$ cat src/sv/mco_pkg.sv
package mco_pkg;

    localparam int MAX_MATRICES = 8;
    localparam int DIM_WIDTH    = 16;

    localparam int COST_W     = 52;
    localparam logic [COST_W-1:0] COST_MAX = {COST_W{1'b1}};
    localparam int IDX_W      = (MAX_MATRICES > 2) ? $clog2(MAX_MATRICES) : 1;
    localparam int DADDR_W    = $clog2(MAX_MATRICES + 1);
    localparam int CNT_W      = $clog2(MAX_MATRICES + 3);
    localparam int COST_DEPTH = 1 << (2 * IDX_W);
    localparam int PAB_W      = 2 * DIM_WIDTH;
    localparam int PROD_W     = 3 * DIM_WIDTH;

    localparam logic [1:0] STAT_OK    = 2'd0;
    localparam logic [1:0] STAT_SHORT = 2'd1;
    localparam logic [1:0] STAT_LONG  = 2'd2;

    typedef enum logic [2:0] {
        S_LOAD,
        S_SUB_RD,
        S_SUB_MUL,
        S_SPL_RD,
        S_SPL_MUL,
        S_SPL_CMP,
        S_WR,
        S_OUT
    } t_state;

    typedef struct packed {
        logic load;
        logic start;
        logic sub_rd;
        logic sub_mul;
        logic spl_rd;
        logic spl_mul;
        logic spl_cmp;
        logic wr;
        logic next_sub;
    } t_cmd;

    typedef struct packed {
        logic short_chain;
        logic long_chain;
        logic single;
        logic split_last;
        logic out_last;
    } t_sts;

endpackage

$ cat src/sv/mco_ctrl.sv
module mco_ctrl
    import mco_pkg::*;
(
    input  logic i_clk,
    input  logic i_rst_n,
    input  logic i_valid,
    input  logic i_last_dim,
    output logic o_stall,
    output logic o_valid,
    input  logic i_stall,
    input  t_sts i_sts,
    output t_cmd o_cmd
);

    t_state r_state;
    t_state n_state;

    always_ff @(posedge i_clk) begin
        if (!i_rst_n) begin
            r_state <= S_LOAD;
        end else begin
            r_state <= n_state;
        end
    end

    always_comb begin
        n_state = r_state;
        case (r_state)
            S_LOAD: begin
                if (i_valid && i_last_dim) begin
                    if (i_sts.short_chain || i_sts.long_chain || i_sts.single) begin
                        n_state = S_OUT;
                    end else begin
                        n_state = S_SUB_RD;
                    end
                end
            end
            S_SUB_RD:  n_state = S_SUB_MUL;
            S_SUB_MUL: n_state = S_SPL_RD;
            S_SPL_RD:  n_state = S_SPL_MUL;
            S_SPL_MUL: n_state = S_SPL_CMP;
            S_SPL_CMP: n_state = i_sts.split_last ? S_WR : S_SPL_RD;
            S_WR:      n_state = S_OUT;
            S_OUT: begin
                if (!i_stall) begin
                    n_state = i_sts.out_last ? S_LOAD : S_SUB_RD;
                end
            end
            default:   n_state = S_LOAD;
        endcase
    end

    always_comb begin
        o_cmd   = '0;
        o_stall = 1'b1;
        o_valid = 1'b0;
        case (r_state)
            S_LOAD: begin
                o_stall     = 1'b0;
                o_cmd.load  = i_valid;
                o_cmd.start = i_valid && i_last_dim;
            end
            S_SUB_RD:  o_cmd.sub_rd  = 1'b1;
            S_SUB_MUL: o_cmd.sub_mul = 1'b1;
            S_SPL_RD:  o_cmd.spl_rd  = 1'b1;
            S_SPL_MUL: o_cmd.spl_mul = 1'b1;
            S_SPL_CMP: o_cmd.spl_cmp = 1'b1;
            S_WR:      o_cmd.wr      = 1'b1;
            S_OUT: begin
                o_valid        = 1'b1;
                o_cmd.next_sub = !i_stall && !i_sts.out_last;
            end
            default: begin
                o_cmd = '0;
            end
        endcase
    end

endmodule

$ cat config.mk
export PLATFORM = sky130hd
export DESIGN_NAME = mco_ctrl
export DESIGN_NICKNAME = d
export VERILOG_FILES = /design/src/sv/mco_pkg.sv /design/src/sv/mco_ctrl.sv
export SDC_FILE = /design/constraint.sdc
export NUM_CORES = 1
export LEC_CHECK = 0
export BUFFER_PORTS_ARGS = -buffer_cell sky130_fd_sc_hd__clkbuf_2
export CAP_MARGIN = 25
export CORE_AREA = 2 2 39 41
export CTS_CLUSTER_DIAMETER = 80
export CTS_CLUSTER_SIZE = 28
export DETAILED_ROUTE_END_ITERATION = 12
export DIE_AREA = 0 0 41 43
export PLACE_DENSITY_LB_ADDON = 0.1
export RECOVER_POWER = 100
export SYNTH_ARGS = -nofsm -noshare
export SYNTH_HDL_FRONTEND = slang
export SYNTH_SLANG_ARGS = --single-unit
export TNS_END_PERCENT = 1
$ cat constraint.sdc
create_clock -name i_clk -period 3.9 [get_ports i_clk]
set_clock_uncertainty 0.2 [all_clocks]
set_input_delay 0.39 -clock i_clk [delete_from_list [all_inputs] [get_ports i_clk]]
set_output_delay 0.39 -clock i_clk [all_outputs]
set_load 0.02 [all_outputs]
Word-level counts from Yosys, hierarchy flattened
Cells that the tools add are included.
{"block": "classes", "n_reduce_logical": 8, "mux": 16, "eq_ne": 9}
{"op": "case mux 3 bit (8 select lines)", "count": 1}
{"op": "== test 3 bit, second input constant", "count": 4}
{"op": "two-way mux 3 bit", "count": 4}
{"op": "two-way mux 1 bit", "count": 10}
{"op": "== test 3 x 2 -> 1 bit, second input constant", "count": 2}
{"op": "!= test 2 bit, second input constant", "count": 2}
{"op": "== test 3 x 1 -> 1 bit, second input constant", "count": 1}
{"op": "zero test 3 bit", "count": 1}
{"op": "logical AND 1 bit", "count": 2}
{"op": "zero test 1 bit", "count": 2}
{"op": "logical OR 1 bit", "count": 2}
{"op": "two-way mux 2 bit", "count": 1}
{"op": "AND reduction 2 bit", "count": 1}
{"block": "totals", "inputBits": 10, "output_inout_bits": 11, "regBits": 3, "wordCells": 34}

Logic depth before layout (Yosys ltp)
Gate-level depths: netlist of the first run.
{"block": "logic_depth", "depth_word": 5, "mapped_depth": 5, "depth_no_buf": 4}

Least setup slack after synthesis of the first run
No wires, ideal clock.
{"block": "synth_timing", "path_kind": "reg2out", "from": "reg r_state[2]", "to": "out o_cmd[0] (netlist bit)", "t_arrival_ns": 1.231, "slack_ns": 2.079, "path_buffers": 1, "required_time_ns": 3.310, "path_stages_with_launch": 4, "cell_sequence": "dfxtp_1 buf_6 and3_2 nor3b_1"}
{"element": "from (decl)", "line": "mco_ctrl.sv:15", "rtl": "t_state r_state;"}
{"element": "from (signal assigned)", "line": "mco_ctrl.sv:22", "rtl": "r_state <= n_state;"}
{"element": "to (decl)", "line": "mco_ctrl.sv:12", "rtl": "output t_cmd o_cmd"}

==> summary.txt, run 1 <==
Run status
  • Status: complete, no violations

Job
  • Max cap viols: 0

Synthesis
  • Synth unique cells: 22
  • Sequential share of the synthesized area: 20.9%
  • Synth Register Bits: 3
  • Synthesized Nets: 44
  • Avg Inst Size Synth: 8.46 um2
  • Yosys synthesis warning count: 0
  • Post-synthesis cell count: 34
  • Cell Area, Synth: 288 um2

Power and ir drop
  • Leak Pwr: 0.162 nW
  • Pwr/cell area: 788 nW/um2
  • Worst IR Drop VDD: 0.197 mV

STA
  • Unrepaired setup endpoints after global routing: no
  • Highest clock rate: 0.485 GHz
  • Tmin final: 2.06 ns
  • Fin crit share: 52.9%
  • Worst-Margin Slew: 0.448 ns
  • Fin worst setup slack: 1.84 ns
  • Setup-failing EPs final: 0
  • Setup TNS: 0 ns
  • Slew Viols, Final: 0
  • WHS: 0.271 ns
  • Max_slew headroom: 69.9%
  • Final Hold Viols: 0

Worst setup path
  • Setup Crit Path Kind: flip-flop to output pin
  • Arrival time worst endpoint: 1.47 ns
  • Critical path launch point type: flip-flop
  • R2R setup slack: 2.15 ns
  • Reg2Reg Capture Point: r_state[2]
  • Endpoint class of the critical path: output pin
  • Critical Path Fanout Max: 13
  • Register-to-Register Path Depth: 4
  • FF-to-FF Start: r_state[1]
  • Critical path required time: 3.31 ns

Hold path
  • Hold Crit Class: input port to flip-flop
  • Hold endpoint: r_state[1]
  • Hold path depth: 3
  • Hold_sp: i_stall

CTS
  • TritonCTS Buffers: 3
  • Resized Gates After CTS: 0
  • Worst-path clk slew: 0.04 ns
  • Deepest level of the CTS H-tree: 1
  • Clock buffer depth: 2
  • TritonCTS clock tree: built
  • Clk root buf: clkbuf_4
  • Clock Latency Late Sink: 0.23 ns
  • Total setup buffers inserted after CTS: 0
  • CTS sink cnt: 3
  • Number of hold buffers added after CTS: 0

Layout
  • Filler instances: 173
  • Share of layout cells above drive strength 1: 32.7%
  • Area growth syn-to-layout: 33.0%
  • Inserted Diodes: 0
  • Max reg flops: 3
  • Post-Layout Inst Area: 383 um2
  • Commonest non-fill, non-tap cell in the layout: clkbuf_2
  • # nets final: 66
  • Final Core Density: 27.7%
  • Register with the most flip-flops: r_state
  • Top Registers: r_state: 3 flops
  • Most frequent cells in the layout: 11 x clkbuf_2, 10 x clkbuf_1, 4 x nor3b_1

Die
  • Rows: 14
  • Core ar.: 1380 um2
  • Chip Height: 43 um
  • Die footprint: 1760 um2
  • Initial Util: 20.8%
  • I/O pin total: 21
  • Die Width: 41 um

Detailed routing
  • Routed WL per cell: 9.62 um
  • Via count: 317
  • Final Routed Wirelength: 683 um
  • First-pass DRT Iterations: 2
  • Remaining antenna violation count: 0
  • DRC errors left: 0
  • DR iter-0 viols: 4
  • Vias per Instance: 4.46

Global route
  • Largest net degree at the start of global routing: 14
  • Initial antenna violation count: 0
  • Remaining global-route overflow: 0
  • Global-route wire length before repair: 1100 um
  • Total GRT Usage: 9.43%
  • Number of global-route vias before repair: 269

Placement
  • Final HPWL DP: 523 um
  • RePlAce Congestion: 0.575
  • Post-DP Area: 387 um2
  • Port Buf Inserts: 20
  • Pre-CTS setup slack: 2.08 ns
==> metrics by stage <==
| stage | instances | power [mW] |
|---|---|---|
| finish | 71 | 0.302 |
| detailed placement | 67 | 0.283 |
| floorplan | 34 | 0.243 |
| CTS | 71 | 0.341 |
| global placement | 67 | 0.287 |
| global route | 71 | 0.330 |
==> worst max-delay path, cell delays in order, from the launching register on <==
cell	delay (ns)
dfxtp_1	0.55
and3_2	0.26
nor3b_1	0.17
clkbuf_1	0.25
==> synth_stat cells <==
cell	n	area, um2
o21ai_2	1	8.76
a22oi_2	1	12.5
and3_1	1	6.26
and3_2	1	7.51
a211oi_2	1	12.5
nand2b_1	1	6.26
buf_6	1	11.3
nor3_1	1	5.00
o211ai_1	1	7.51
inv_1	2	7.51
a311oi_1	1	8.76
dfxtp_1	3	60.1
buf_2	2	10.0
a21oi_1	2	10.0
or3_4	1	11.3
nor3b_1	4	30.0
mux2_4	1	15.0
a21o_1	1	7.51
nand2_1	3	11.3
nor3_4	1	16.3
nor2_1	1	3.75
and2_1	3	18.8
==> cells by family (layout without fill, tap and decap cells) <==
group	Yosys count	after routing	share of synthesized area (%)
mux	1	1	5.22
compound gates	8	8	23.5
flops	3	3	20.9
simple gates	17	17	40.4
buf+inv	5	26	10.0
==> worst max-delay path by stage <==
stage                           from  endpoint  slack, ns
after global routing      r_state[1]  o_cmd[0]       1.72
after floorplan           r_state[2]  o_cmd[0]       2.08
after CTS                 r_state[1]  o_cmd[0]       1.82
after global placement    r_state[1]  o_cmd[0]       2.08
after detailed placement  r_state[1]  o_cmd[0]       2.08
final                     r_state[1]  o_cmd[0]       1.84
==> report_power, final <==
| part | switching [mW] | total, mW | internal [mW] |
|---|---|---|---|
| registers | 0.0401 | 0.0856 | 0.0455 |
| clock network | 0.0154 | 0.0537 | 0.0383 |
| logic | 0.0998 | 0.163 | 0.0627 |
==> cell type report <==
class / instances / area [um2] / share of cell area, %
Inverter: 2 / 7.51 / 1.96
Timing Repair Buffer: 20 / 88.8 / 23.2
Clock buffer: 4 / 26.3 / 6.86
Sequential cell: 3 / 60.1 / 15.7
Tap cell: 16 / 20.0 / 5.23
Multi-Input combinational cell: 26 / 180 / 47.1
==> per-layer routing <==
| metal | share of wire, % | vias up | global-route usage [%] |
|---|---|---|---|
| li1 | - | 162 | - |
| met1 | 45 | 139 | 11.9 |
| met2 | 46 | 16 | 12.2 |
| met3 | 9.1 | 0 | 3.14 |
| met4 | 0 | 0 | 8.00 |
| met5 | 0 | - | 0 |
Note: power is estimated with default switching activity, not from simulation.
==> inputs of run 2 (changes only) <==
clock period = 1.8 ns   (was 3.9 ns; I/O delays follow)
==> summary.txt, run 2 (synthesis gave the netlist of run 1 again) <==
Run status
  • Status: complete, no violations

STA
  • Setup TNS: 0 ns (unchanged)
  • Tmin final: 1.64 ns
  • Fin crit share: 91.0%
  • Setup-failing EPs final: 0 (unchanged)
  • Slew Viols, Final: 0 (unchanged)
  • Unrepaired setup endpoints after global routing: no
  • Max_slew headroom: 76.9% (+7.0 points)
  • Final Hold Viols: 0 (unchanged)
  • Highest clock rate: 0.610 GHz
  • Worst-Margin Slew: 0.343 ns (-0.105 ns)

Layout
  • Filler instances: 158 (-8.7%)
  • Post-Layout Inst Area: 427 um2 (+11%)
  • Commonest non-fill, non-tap cell in the layout: clkbuf_2
  • Inserted Diodes: 0 (unchanged)
  • Max reg flops: 3 (unchanged)
  • Area growth syn-to-layout: 48.3%
  • # nets final: 69 (+4.5%)
  • Share of layout cells above drive strength 1: 43.1% (+10 points)
  • Top Registers: r_state: 3 flops
  • Most frequent cells in the layout: 11 x clkbuf_2, 10 x clkbuf_1, 4 x nor3b_1
  • Register with the most flip-flops: r_state

Die
  • Chip Height: 43 um (unchanged)
  • Rows: 14 (unchanged)
  • I/O pin total: 21 (unchanged)
  • Core ar.: 1380 um2 (unchanged)
  • Initial Util: 20.8% (unchanged)
  • Die Width: 41 um (unchanged)
  • Die footprint: 1760 um2 (unchanged)

Detailed routing
  • Routed WL per cell: 9.19 um (-4.5%)
  • First-pass DRT Iterations: 3 (+1)
  • Vias per Instance: 4.32 (-3.1%)
  • Via count: 320 (+0.95%)
  • Remaining antenna violation count: 0 (unchanged)
  • Final Routed Wirelength: 680 um (-0.44%)
  • DR iter-0 viols: 1 (-3)
  • DRC errors left: 0 (unchanged)

Power and ir drop
  • Worst IR Drop VDD: 0.483 mV (+140%)
  • Tot Pwr: 0.728 mW (+140%)
  • Leak Pwr: 0.184 nW (+14%)
  • Pwr/cell area: 1710 nW/um2 (+120%)

CTS
  • Total setup buffers inserted after CTS: 0 (unchanged)
  • Deepest level of the CTS H-tree: 1 (unchanged)
  • CTS sink cnt: 3 (unchanged)
  • Clock Latency Late Sink: 0.23 ns (about the same)
  • TritonCTS Buffers: 3 (unchanged)
  • Clk root buf: clkbuf_4
  • Worst-path clk slew: 0.03 ns (about the same)
  • TritonCTS clock tree: built
  • Clock buffer depth: 2 (unchanged)

Global route
  • Remaining global-route overflow: 0 (unchanged)
  • Initial antenna violation count: 0 (unchanged)
  • Total GRT Usage: 9.45% (+0.019 points)
  • Number of global-route vias before repair: 295 (+9.7%)
  • Global-route wire length before repair: 1140 um (+3.7%)
  • Largest net degree at the start of global routing: 12 (-2)

Worst setup path
  • Critical path required time: 1.42 ns (-1.89 ns)
  • Setup Crit Path Kind: flip-flop to output pin
  • Critical path launch point type: flip-flop
  • CP Cell Sequence: and3_2 > nor3b_1 > clkbuf_2
  • Setup crit start: r_state[0]
  • R2R setup slack: 0.41 ns (-1.74 ns)
  • Arrival time worst endpoint: 1.26 ns (-0.21 ns)
  • FF-to-FF Start: r_state[2]
  • Endpoint class of the critical path: output pin
  • Slowest-stage cell, CP: dfxtp_2
  • Critical Path Max Stage Delay: 0.43 ns (-0.12 ns)
  • Critical Path Fanout Max: 11 (-2)

Job
  • Max cap viols: 0 (unchanged)

Placement
  • Final HPWL DP: 569 um (+8.8%)
  • Port Buf Inserts: 20 (unchanged)
  • Post-DP Area: 402 um2 (+3.9%)
  • RePlAce Congestion: 0.613 (+6.6%)

Hold path
  • Hold Crit Class: input port to flip-flop
  • Hold_sp: i_stall
-- run 2: layout make-up --
type	instances	area, um2	area share [%]
Timing Repair Buffer	23	114	26.7
Inverter	2	7.51	1.76
Tap cell	16	20.0	4.69
Multi-Input combinational cell	26	195	45.7
Clock buffer	4	26.3	6.16
Sequential cell	3	63.8	15.0
-- run 2: per-stage QoR --
| step | cells | util [%] | worst slack, ns | hold WS [ns] |
|---|---|---|---|---|
| 6_report | 74 | 30.8 | 0.162 | 0.0691 |
| 5_1_grt | 74 | 30.8 | 0.0625 | 0.0901 |
| 4_1_cts | 74 | 31.6 | 0.0137 | 0.0674 |
| 3_5_place_dp | 69 | 29.0 | 0.260 | 0.240 |
| 3_3_place_gp | 69 | 29.0 | 0.262 | 0.238 |
| 2_1_floorplan | 34 | - | 0.189 | 0.120 |
-- run 2: final timing paths --
| check | end | depth (start not counted) |
|---|---|---|
| setup / recovery | o_cmd[0] | 3 |
| hold / removal | r_state[1] | 3 |
| setup reg to reg | r_state[1] | 4 |
| hold reg to reg | r_state[1] | 1 |
-- run 2: critical path: cells and delay by family, from the launching register on --
kind                   cells  cell delay (ns)
buffers and inverters      1             0.20
and+or+nand+nor            2             0.40
DFF                        1             0.43
-- run 2: layer usage --
metal | GRT usage [%] | vias up | wire, um
li1 | - | 168 | -
met1 | 11.9 | 138 | 303
met2 | 13.1 | 14 | 332
met3 | 3.14 | 0 | 43
met4 | 6.00 | 0 | 0
met5 | 0 | - | 0
-- run 2: what timing repair did --
item / in CTS / in global routing
gates resized for setup: 0 / 3
setup endpoints to repair: 0 / 3
hold buffers: 1 / 0
endpoints found under the hold margin: 1 / 0
-- run 2: where the power goes --
| group | leakage [nW] | internal (mW) | switching (mW) |
|---|---|---|---|
| Combinational | 0.143 | 0.184 | 0.240 |
| Sequential | 0.0258 | 0.106 | 0.0845 |
| Clock | 0.0150 | 0.0828 | 0.0305 |
| Total | 0.184 | 0.374 | 0.355 |
==> inputs of run 3 (changes only) <==
ABC_AREA = 1   (was not set)
==> summary.txt, run 3 <==
Synthesis
  • Fraction of registers with async set/reset: 0% (unchanged)
  • Synth Flop Type: dfxtp_1
  • Largest cells by area after synthesis: dfxtp_1 23%, nand2_1 21%, nor2_1 17%, inv_1 13%, nand3_1 7.5%
  • Cell Area, Synth: 267 um2 (-7.4%)
  • Avg Inst Size Synth: 5.23 um2 (-38%)
  • Synth unique cells: 10 (-55%)
  • Sequential share of the synthesized area: 22.5% (+1.7 points)
  • Post-synthesis cell count: 51 (+50%)
  • Yosys synthesis warning count: 0 (unchanged)
  • Synth Register Bits: 3 (unchanged)
  • EDFF count, synth: 0 (unchanged)
  • Synthesized Nets: 61 (+39%)
  • Top cells by count, synth: 15 x nand2_1, 12 x nor2_1, 9 x inv_1, 4 x nand3_1
  • Synth top area share: 22.5% (+1.7 points)
  • Largest area contributor in the netlist: dfxtp_1
  • Most common cell in the synthesized netlist: nand2_1

Placement
  • RePlAce Congestion: 0.644 (+5.1%)
  • Final HPWL DP: 603 um (+5.9%)
  • Port Buf Inserts: 20 (unchanged)

Die
  • Rows: 14 (unchanged)
  • Die Width: 41 um (unchanged)
  • Chip Height: 43 um (unchanged)
  • Initial Util: 19.3% (-1.5 points)
  • I/O pin total: 21 (unchanged)
  • Core ar.: 1380 um2 (unchanged)
  • Die footprint: 1760 um2 (unchanged)

Hold path
  • Hold Crit Class: input port to flip-flop

Worst setup path
  • Buf+Inv Stages, Crit Path: 3 (+2)
  • Reg2Reg Capture Point: r_state[1]
  • Arrival time worst endpoint: 1.27 ns (about the same)
  • Critical Path Fanout Max: 6 (-5)
  • Crit path depth: 6 (+3)
  • Most frequent CP cell: inv_1
  • CP Cell Sequence: inv_1 > nand2_1 > nor2_2 > inv_1 > nor2_1 > clkbuf_1
  • Critical path launch point type: flip-flop
  • Critical Path Max Stage Delay: 0.34 ns (-0.09 ns)
  • Critical path required time: 1.42 ns (about the same)
  • Register-to-Register Path Depth: 7 (+3)
  • R2R setup slack: 0.53 ns (+0.12 ns)
  • Slowest-stage cell, CP: dfxtp_1
  • Setup Crit Path Kind: flip-flop to output pin
  • Worst setup endpoint: o_cmd[7]
  • FF-to-FF Start: r_state[0]
  • Critical path's top delay family: buffers and inverters
  • Setup crit start: r_state[0]
  • Endpoint class of the critical path: output pin

CTS
  • Number of hold buffers added after CTS: 1 (unchanged)
  • Deepest level of the CTS H-tree: 1 (unchanged)
  • Worst-path clk slew: 0.04 ns (about the same)
  • Clock Latency Late Sink: 0.23 ns (about the same)
  • TritonCTS Buffers: 3 (unchanged)
  • Clk root buf: clkbuf_4
  • Total setup buffers inserted after CTS: 0 (unchanged)
  • CTS sink cnt: 3 (unchanged)
  • Resized Gates After CTS: 0 (unchanged)
  • Clock buffer depth: 2 (unchanged)
  • TritonCTS clock tree: built

Global route
  • Initial antenna violation count: 0 (unchanged)
  • Remaining global-route overflow: 0 (unchanged)
  • Largest net degree at the start of global routing: 7 (-5)
  • Number of global-route vias before repair: 322 (+9.2%)
  • Global-route wire length before repair: 1160 um (+1.8%)
  • Total GRT Usage: 9.83% (+0.38 points)

Detailed routing
  • Final Routed Wirelength: 701 um (+3.1%)
  • Via count: 359 (+12%)
  • Vias per Instance: 3.90 (-9.8%)
  • DR iter-0 viols: 1 (unchanged)
  • First-pass DRT Iterations: 4 (+1)
  • Routed WL per cell: 7.62 um (-17%)
  • Remaining antenna violation count: 0 (unchanged)
  • DRC errors left: 0 (unchanged)

STA
  • Final Hold Viols: 0 (unchanged)
  • Worst-Margin Slew: 0.259 ns (-0.0846 ns)
  • Setup TNS: 0 ns (unchanged)
  • Highest clock rate: 0.606 GHz (-0.65%)
  • Unrepaired setup endpoints after global routing: no
  • Setup-failing EPs final: 0 (unchanged)
  • Slew Viols, Final: 0 (unchanged)
  • Fin crit share: 91.6% (+0.60 points)
  • WHS: 0.0133 ns (-0.0558 ns)
  • Max_slew headroom: 82.8% (+6.0 points)
  • Tmin final: 1.65 ns (+0.0107 ns)

Layout
  • Share of layout cells above drive strength 1: 26.3% (-17 points)
  • Commonest non-fill, non-tap cell in the layout: nand2_1
  • Max reg flops: 3 (unchanged)
  • Inserted Diodes: 0 (unchanged)
  • # nets final: 87 (+26%)
  • Filler instances: 172 (+8.9%)
  • Top Registers: r_state: 3 flops
  • Register with the most flip-flops: r_state
  • Most frequent cells in the layout: 16 x nand2_1, 12 x nor2_1, 11 x clkbuf_2
  • Area growth syn-to-layout: 53.5%

Power and ir drop
  • Pwr/cell area: 1700 nW/um2 (-0.54%)
  • Leak Pwr: 0.233 nW (+26%)
  • Worst IR Drop VDD: 0.455 mV (-5.8%)
  • Tot Pwr: 0.695 mW (-4.6%)

Run status
  • Status: complete, no violations

Job
  • Max cap viols: 0 (unchanged)
run 3: cell count changes after synthesis, sizes merged, moves of 2 or more:
cell | before | now
and2 | 3 | 0
and3 | 2 | 0
buf | 3 | 0
inv | 2 | 10
nand2 | 3 | 18
nand3 | 0 | 4
nor2 | 1 | 15
nor3 | 2 | 0
nor3b | 4 | 0
run 3: worst min-delay path, stage by stage:
cell	delay (ns)
clkbuf_2	0.10
nand2_2	0.07
a21oi_1	0.06
run 3: kinds of logic after synthesis:
kind of cell,count (synthesis),synth area share (%)
and+or+nand+nor,37,61.5
buffers and inverters,10,14.1
DFF,3,22.5
AOI/OAI and AO/OA,1,1.88
run 3: routing by layer:
metal,global-route usage [%],vias to the layer above,share of wire [%]
li1,-,200,-
met1,11.5,152,43
met2,14.7,7,51
met3,1.57,0,6.3
met4,8.00,0,0
met5,0,-,0
run 3: area by class of cell:
class | count | area [um2] | share of cell area, %
multi-input cells | 38 | 166 | 40.7
repair buffers | 21 | 98.8 | 24.2
flip-flops and latches | 3 | 60.1 | 14.7
inverters | 10 | 37.5 | 9.17
clock buffers | 4 | 26.3 | 6.42
well taps | 16 | 20.0 | 4.89
run 3: where the power goes:
group / internal, mW / switching, mW
Clock: 0.0832 / 0.0365
Combinational: 0.127 / 0.307
Sequential: 0.0986 / 0.0420
run 3: worst min path at each step:
stage                        from         end  slack [ns]  depth (start not counted)
after global placement    i_rst_n  r_state[2]        0.20                          3
after global routing      i_stall  r_state[2]        0.03                          3
after CTS                 i_stall  r_state[2]        0.02                          3
final                     i_stall  r_state[2]        0.01                          3
after floorplan           i_rst_n  r_state[2]        0.09                          2
after detailed placement  i_rst_n  r_state[2]        0.20                          3
run 3: metrics by stage:
stage / instance area [um2] / util (%) / setup slack (ns) / cells
2_1_floorplan: 267 / - / 0.382 / 51
3_3_place_gp: 387 / 27.9 / 0.425 / 87
3_5_place_dp: 387 / 27.9 / 0.426 / 87
4_1_cts: 423 / 30.6 / 0.165 / 92
5_1_grt: 409 / 29.6 / 0.0505 / 92
6_report: 409 / 29.6 / 0.151 / 92
